`src/design/grid_bin_max_aggregator_assert.svh`:
```
// assertion macros for the grid binning block
`ifndef GRID_BIN_MAX_AGGREGATOR_ASSERT_SVH
`define GRID_BIN_MAX_AGGREGATOR_ASSERT_SVH
`ifndef SYNTHESIS
`define GBA_ASSERT_IMP(label, clk, rst, a, c) \
   label: assert property (@(posedge clk) disable iff (rst) (a) |-> (c)) \
      else $error("assertion failed");
`define GBA_ASSERT_NEXT(label, clk, rst, a, c) \
   label: assert property (@(posedge clk) disable iff (rst) (a) |=> (c)) \
      else $error("assertion failed");
`else
`define GBA_ASSERT_IMP(label, clk, rst, a, c)
`define GBA_ASSERT_NEXT(label, clk, rst, a, c)
`endif
`endif

```
`src/design/gba_pkg.sv`:
```
`timescale 1ns / 1ps
`default_nettype none
package gba_pkg;
   localparam int CELL_COUNT_DEF = 1024;
   localparam logic [1:0] OP_ADD   = 2'd0;
   localparam logic [1:0] OP_READ  = 2'd1;
   localparam logic [1:0] OP_CLEAR = 2'd2;
   localparam logic [1:0] OP_SPARE = 2'd3;
   localparam logic [2:0] REG_ORIGIN_X = 3'd0;
   localparam logic [2:0] REG_ORIGIN_Y = 3'd1;
   localparam logic [2:0] REG_FAR_X    = 3'd2;
   localparam logic [2:0] REG_FAR_Y    = 3'd3;
   localparam logic [2:0] REG_CELL     = 3'd4;
   localparam logic [2:0] REG_COLUMNS  = 3'd5;
   localparam logic [2:0] REG_ROWS     = 3'd6;
   localparam logic [31:0] EMPTY_WORD = 32'h8000_0000;
   typedef struct packed {
      logic [1:0]  op;
      logic [16:0] cell_no;
      logic [31:0] dir;
      logic [31:0] den;
      logic [31:0] expo;
      logic [31:0] coef;
   } cmd_type;
endpackage
`default_nettype wire

```
`src/design/gba_divider.sv`:
```
`timescale 1ns / 1ps
`default_nettype none
// restoring divider, one quotient bit per cycle
module gba_divider (
   input  wire logic        clock,
   input  wire logic        reset,
   input  wire logic        start,
   input  wire logic [31:0] dividend,
   input  wire logic [30:0] divisor,
   output logic             done,
   output logic [31:0]      quotient
);
   logic [31:0] q_ff, q_in;
   logic [31:0] r_ff, r_in;
   logic [30:0] d_ff, d_in;
   logic [5:0]  n_ff, n_in;
   logic        run_ff, run_in;
   logic        done_ff, done_in;
   logic [32:0] trial;
   always_comb begin
      q_in = q_ff; r_in = r_ff; d_in = d_ff; n_in = n_ff;
      run_in = run_ff; done_in = 1'b0;
      trial = {r_ff, q_ff[31]} - {2'b00, d_ff};
      if (start) begin
         q_in = dividend; r_in = '0; d_in = divisor; n_in = 6'd0; run_in = 1'b1;
      end else if (run_ff) begin
         if (!trial[32]) begin
            r_in = trial[31:0];
            q_in = {q_ff[30:0], 1'b1};
         end else begin
            r_in = {r_ff[30:0], q_ff[31]};
            q_in = {q_ff[30:0], 1'b0};
         end
         n_in = n_ff + 6'd1;
         if (n_ff == 6'd31) begin
            run_in = 1'b0; done_in = 1'b1;
         end
      end
   end
   always_ff @(posedge clock) begin
      q_ff <= q_in; r_ff <= r_in; d_ff <= d_in; n_ff <= n_in;
      if (reset) begin
         run_ff <= 1'b0; done_ff <= 1'b0;
      end else begin
         run_ff <= run_in; done_ff <= done_in;
      end
   end
   assign done = done_ff;
   assign quotient = q_ff;
endmodule
`default_nettype wire

```
`src/design/gba_front.sv`:
```
`timescale 1ns / 1ps
`default_nettype none
module gba_front #(
   parameter int CELL_COUNT = gba_pkg::CELL_COUNT_DEF
) (
   input  wire logic              clock,
   input  wire logic              reset,
   input  wire logic              start,
   output logic                   busy,
   input  wire logic [1:0]        op,
   input  wire logic [31:0]       px,
   input  wire logic [31:0]       py,
   input  wire logic [31:0]       dir,
   input  wire logic [31:0]       den,
   input  wire logic [31:0]       expo,
   input  wire logic [31:0]       coef,
   input  wire logic [9:0]        cidx,
   input  wire logic [31:0]       origin_x,
   input  wire logic [31:0]       origin_y,
   input  wire logic [31:0]       far_x,
   input  wire logic [31:0]       far_y,
   input  wire logic [30:0]       cell_size,
   input  wire logic [10:0]       columns,
   input  wire logic [10:0]       rows,
   output logic                   q_push,
   output gba_pkg::cmd_type       q_data,
   input  wire logic              q_full
);
   localparam logic [2:0] S_IDLE = 3'd0, S_DX = 3'd1, S_DY = 3'd2,
                          S_CELL = 3'd3, S_PUSH = 3'd4, S_MUL = 3'd5;
   localparam logic [16:0] CELL_PENDING = 17'h1ffff;
   logic [2:0]  st_ff, st_in;
   gba_pkg::cmd_type c_ff, c_in;
   logic [31:0] px_ff, py_ff, px_in, py_in;
   logic        drop_ff, drop_in, nearx_ff, nearx_in, neary_ff, neary_in;
   logic [31:0] col_ff, col_in;
   logic [31:0] row_ff, row_in;
   logic [21:0] prod_ff, prod_in;
   logic        dv_start;
   logic [31:0] dv_num;
   logic        dv_done;
   logic [31:0] dv_q;
   logic [32:0] offx, offy, adjq;
   logic [33:0] sumx, sumy;
   logic [32:0] cellsum;

   gba_divider u_div (.clock, .reset, .start(dv_start), .dividend(dv_num),
                      .divisor(cell_size), .done(dv_done), .quotient(dv_q));

   assign busy = (st_ff != S_IDLE);

   always_comb begin
      st_in = st_ff; c_in = c_ff; px_in = px_ff; py_in = py_ff;
      drop_in = drop_ff; nearx_in = nearx_ff; neary_in = neary_ff;
      col_in = col_ff; row_in = row_ff; prod_in = prod_ff;
      dv_start = 1'b0; dv_num = '0; q_push = 1'b0;
      offx = {px_ff[31], px_ff} - {origin_x[31], origin_x};
      offy = {py_ff[31], py_ff} - {origin_y[31], origin_y};
      sumx = {{2{px_ff[31]}}, px_ff} + {3'b000, cell_size};
      sumy = {{2{py_ff[31]}}, py_ff} + {3'b000, cell_size};
      adjq = {1'b0, dv_q};
      cellsum = {1'b0, col_ff} + {11'd0, prod_ff};
      unique case (st_ff)
         S_IDLE: begin
            if (start) begin
               c_in.op = op; c_in.dir = dir; c_in.den = den;
               c_in.expo = expo; c_in.coef = coef;
               c_in.cell_no = {7'd0, cidx};
               px_in = px; py_in = py;
               drop_in = (op == gba_pkg::OP_ADD) && (cell_size == '0);
               if (op == gba_pkg::OP_ADD) st_in = S_DX;
               else st_in = S_PUSH;
            end
         end
         S_DX: begin
            if (offx[32] || offy[32] || drop_ff) begin
               drop_in = 1'b1; st_in = S_PUSH;
            end else begin
               dv_start = 1'b1; dv_num = offx[31:0];
               nearx_in = $signed(sumx) > $signed({{2{far_x[31]}}, far_x});
               neary_in = $signed(sumy) > $signed({{2{far_y[31]}}, far_y});
               st_in = S_DY;
            end
         end
         S_DY: begin
            if (dv_done) begin
               adjq = {1'b0, dv_q} - {32'd0, (nearx_ff && dv_q != '0)};
               col_in = adjq[31:0];
               dv_start = 1'b1; dv_num = offy[31:0];
               st_in = S_MUL;
            end
         end
         S_MUL: begin
            if (dv_done) begin
               adjq = {1'b0, dv_q} - {32'd0, (neary_ff && dv_q != '0)};
               row_in = adjq[31:0];
               st_in = S_CELL;
            end
         end
         S_CELL: begin
            if (col_ff >= {21'd0, columns} || row_ff >= {21'd0, rows}) begin
               drop_in = 1'b1; st_in = S_PUSH;
            end else begin
               prod_in = {11'd0, row_ff[10:0]} * {11'd0, columns};
               st_in = S_PUSH;
               c_in.cell_no = CELL_PENDING;
               drop_in = 1'b0;
               col_in = col_ff;
               c_in.op = gba_pkg::OP_ADD;
               // cell number still to be summed
               nearx_in = 1'b1;
            end
         end
         S_PUSH: begin
            if (c_ff.op == gba_pkg::OP_ADD && nearx_ff && c_ff.cell_no == CELL_PENDING) begin
               if (cellsum >= 33'(CELL_COUNT)) drop_in = 1'b1;
               c_in.cell_no = cellsum[16:0];
               nearx_in = 1'b0;
            end else if (!q_full) begin
               if (!drop_ff && c_ff.op != gba_pkg::OP_SPARE) q_push = 1'b1;
               st_in = S_IDLE;
            end
         end
         default: st_in = S_IDLE;
      endcase
   end

   assign q_data = c_ff;

   always_ff @(posedge clock) begin
      c_ff <= c_in; px_ff <= px_in; py_ff <= py_in; col_ff <= col_in;
      row_ff <= row_in; prod_ff <= prod_in;
      nearx_ff <= nearx_in; neary_ff <= neary_in; drop_ff <= drop_in;
      if (reset) st_ff <= S_IDLE;
      else st_ff <= st_in;
   end
endmodule
`default_nettype wire

```
`config.mk`:
```
export PLATFORM = sky130hd
export DESIGN_NAME = gba_front
export DESIGN_NICKNAME = d
export VERILOG_FILES = /design/src/design/grid_bin_max_aggregator_assert.svh /design/src/design/gba_pkg.sv /design/src/design/gba_divider.sv /design/src/design/gba_front.sv
export SDC_FILE = /design/constraint.sdc
export NUM_CORES = 1
export LEC_CHECK = 0
export ABC_AREA = 0
export BUFFER_PORTS_ARGS = -buffer_cell sky130_fd_sc_hd__buf_2
export CAP_MARGIN = 20
export CORE_ASPECT_RATIO = 1.25
export CORE_UTILIZATION = 55
export DETAILED_ROUTE_END_ITERATION = 10
export PLACE_DENSITY = 0.86
export SYNTH_ARGS = -nofsm -noshare
export SYNTH_HDL_FRONTEND = slang
export SYNTH_SLANG_ARGS = --single-unit
```
`constraint.sdc`:
```
create_clock -name clock -period 22.5 [get_ports clock]
set_input_delay 4.5 -clock clock [delete_from_list [all_inputs] [get_ports clock]]
set_output_delay 4.5 -clock clock [all_outputs]
set_load 0.02 [all_outputs]
```
==> summary.md <==
| Metric | Value |
|---|---|
| Worst Reg2Reg Path Length in Cells | 19 |
| Mapped Cells | 3069 |
| Top cells by count, synth | edfxtp_1 (363), inv_1 (346), ha_1 (332) |
| Post-synthesis simple-gate area fraction | 13.1% |
| Fmax | 102 MHz |
| Via/cell ratio | 6.09 |
| Worst Path Required | 18.00 ns |
| Post-synthesis xor/xnor area fraction | 6.65% |
| First DRT Iteration DRCs | 2892 |
| Slew margin rel. | 28.1% |
| # H-tree levels | 2 |
| Multiplexer area fraction after synthesis | 0.465% |
| Crit. path cell count | 4 |
| Mapped Avg Cell Area | 9.91 um2 |
| EDFF count, synth | 363 |
| Final instance area | 0.0352 mm2 |
| DR vias | 26500 |
| Area delta synth->final | 15.9% |
| Vias in the first global route | 25900 |
| HPWL after DPL | 87.6 mm |
| Async set-reset flop share out of synthesis | 0% |
| Die Y | 265 um |
| Cell with the most instances after synthesis | edfxtp_1 |
| RSZ-0062 raised after global routing | false |
| Largest family of logic cells by synthesized area | adder cells |
| CTS max path bufs | 3 |
| Core area | 0.0548 mm2 |
| Ports | 538 |
| Int Pwr | 1800 uW |
| Share of cells above drive strength 1 | 18.1% |
| Row count | 96 |
| Slowest cell on crit path | a21oi_1 |
| Switching share of total power | 37.0% |
| Port bufs | 537 |
| Static Leak | 0.0160 uW |
| Worst-skew pair later-pin latency | 0.60 ns |
| Hold WS | 0.513 ns |
| Final core occ | 64.3% |
| Routability cong. | 1.05 |
| Final Max Tran Viols | 0 |
| CP peak stage delay | 0.35 ns |
| Worst path arrival time | 5.32 ns |
| Syn nets | 3876 |
| Initial Util | 55.5% |
| Register area share after synthesis | 38.7% |
| CP Class | in2out |
| Status | finished, final reports clean |
| ANT nets after route | 0 |
| Yosys reg bits | 406 |
| Worst slew pin tran | 1.07 ns |
| Gr usage total | 37.4% |
| Flop pwr share | 35.1% |
| Worst Setup SP | q_full |
| Power Density | 80.9 mW/mm2 |
| Clock-pin slew on the worst setup and hold paths | 0.06 ns |
| CP Capture Type | output pin |
| GRT Residual Overflow | 0 |
| CP Max Fanout | 2 |
| Final setup vio count | 0 |
| Wire per inst | 24.3 um |
| DR DRC count | 0 |
| Crit path capture | q_push |
| Top_reg_cell synth | edfxtp_1 |
| Top cells by area, synth | edfxtp_1 (36%), ha_1 (14%), fa_1 (5.7%) |
| Min-Delay Path Class | reg2reg |
| Antenna violations before repair | 16 |
| CP most frequent cell | buf_2 |
| Sinks on Clock Net | 406 |
| Netlist cell types | 87 |
| Total power | 2850 uW |
| Postcts setup bufs | 0 |
| Setup TNS | 0 ns |
| Largest net degree at the start of global routing | 69 |
| Final period util | 43.7% |
| Top-area cell type share of the netlist area | 35.8% |
| Ys Warns | 0 |
| Cell Area, Synth | 0.0304 mm2 |
| Worst VDD drop | 77.1 uV |
| Max-cap violation count | 0 |
| # nets final | 4388 |
| First-pass GRT wire length | 153 mm |
| Worst Hold Launch | u_div.r_ff[26] |
| R2R setup slack | 16.65 ns |
| Die Area | 0.0563 mm2 |
| Drt total wl | 106 mm |
| CP Launch Type | input pin |
| FF-to-FF End | u_div.r_ff[1] |
| Hold Fails Final Rpt | 0 |
| Post-CTS Resized | 0 |
| CTS Buf Count | 43 |
| Cts hold-fix bufs | 0 |
| Worst path buffer plus inverter count | 2 |
| RR Startpoint | px_ff[0] |
| CTS Root Cell | clkbuf_16 |
| Area after DPL | 0.0338 mm2 |
| Power share of the clock group | 25.8% |
| P_sw | 1060 uW |
| Filler cell count in the final layout | 4458 |
| Clk_skew | 0.0198 ns |
| Post-synthesis compound-gate area fraction | 16.4% |
| Drt pass-1 iters | 9 |
| Cell Chain, Critical Path | buf_2, a21oi_1, and3_1, buf_2 |
| Minimum clock period | 9.82 ns |
| Worst path top cell family by delay | compound AO/OA/AOI/OAI gates |
| Synth Area in Adders | 19.3% |
| Chip Width | 212 um |
| Comb pwr share | 39.1% |
| CTS tree | done |
| Largest area contributor in the netlist | edfxtp_1 |
metrics by stage:
stage | setup slack, ns | std cells
5_1_grt | 12.66 | 4353
3_3_place_gp | 12.76 | 4270
4_1_cts | 12.73 | 4349
3_5_place_dp | 12.70 | 4270
2_1_floorplan | 12.13 | 3069
6_report | 12.68 | 4353
metal layers:
layer / wire, um / up-vias / track usage, %
li1: - / 12000 / -
met4: 7380 / 4 / 22.5
met5: 20 / - / 0
met3: 11900 / 348 / 8.72
met2: 48700 / 1615 / 61.0
met1: 37900 / 12500 / 44.8
flip-flops by register name, summed over array words and instances, names as in the netlist, 3 cells and up:
signal / flops
col_ff: 32
prod_ff: 22
px_ff: 32
py_ff: 32
q_data: 147
row_ff: 32
st_ff: 3
u_div.d_ff: 31
u_div.n_ff: 6
u_div.quotient: 32
u_div.r_ff: 32
area by class of cell:
type                    count  area [um2]  area share, %
well taps                 735         920           2.61
clock buffers              60        1240           3.53
repair buffers            550        2790           7.93
clock inverters            19         193          0.547
inverters                 350        1310           3.73
flip-flops and latches    406       11800           33.4
multi-input cells        2230       17000           48.3
diodes                      3        7.51         0.0213
logic make-up after synthesis:
kind of cell / count (synthesis)
AO/OA/AOI/OAI: 763
adder cells (fa/ha/maj): 418
multiplexers: 14
flip-flops: 406
AND/OR/NAND/NOR: 804
XOR/XNOR: 231
buffers and inverters: 433
worst reg2reg max path: cells and delay by family, from the launching register on:
family                   cells  cell delay [ns]
AO/OA/AOI/OAI                6             1.75
flip-flops                   1             0.44
adder cells (fa/ha/maj)      2             0.59
AND/OR/NAND/NOR              5             1.23
buffers and inverters        6             1.78
worst min path at each step:
stage / end / slack [ns] / cells past startpoint
after detailed placement: u_div.r_ff[0] / 0.50 / 2
final: u_div.r_ff[26] / 0.51 / 2
after CTS: u_div.r_ff[26] / 0.51 / 2
after global placement: u_div.r_ff[0] / 0.48 / 2
after global routing: u_div.r_ff[23] / 0.55 / 2
after floorplan: u_div.r_ff[0] / 0.46 / 2
placed cells by master (no fill, tap or decap), types with 12 or more instances in the layout:
cell type    n
buf_2      537
edfxtp_1   363
inv_1      346
ha_1       332
a21oi_1    237
nand2_1    214
nor2_1     172
o21ai_0    156
xnor2_1    151
a21o_1      91
fa_1        86
xor2_1      80
and2_1      63
nor3_1      59
nand3_1     56
clkbuf_16   46
o21a_1      44
nand2b_1    42
dfxtp_1     42
nand4_1     41
nor2b_1     39
nor4_1      37
a211oi_1    32
and3_1      26
o21bai_1    22
a31oi_1     21
a22oi_1     18
o31ai_1     16
o211ai_1    13
mux2i_1     13
or2_2       12
buf_4       12
power by group through the flow:
stage | Clock (uW) | Combinational (uW) | Sequential [uW]
final | 735 | 1120 | 1000
after CTS | 736 | 1100 | 995
after detailed placement | 0 | 1090 | 1010
after global placement | 0 | 1070 | 1010
after floorplan | 0 | 786 | 1010
after global routing | 759 | 1230 | 1000
Power figures use the tool's default switching activity.
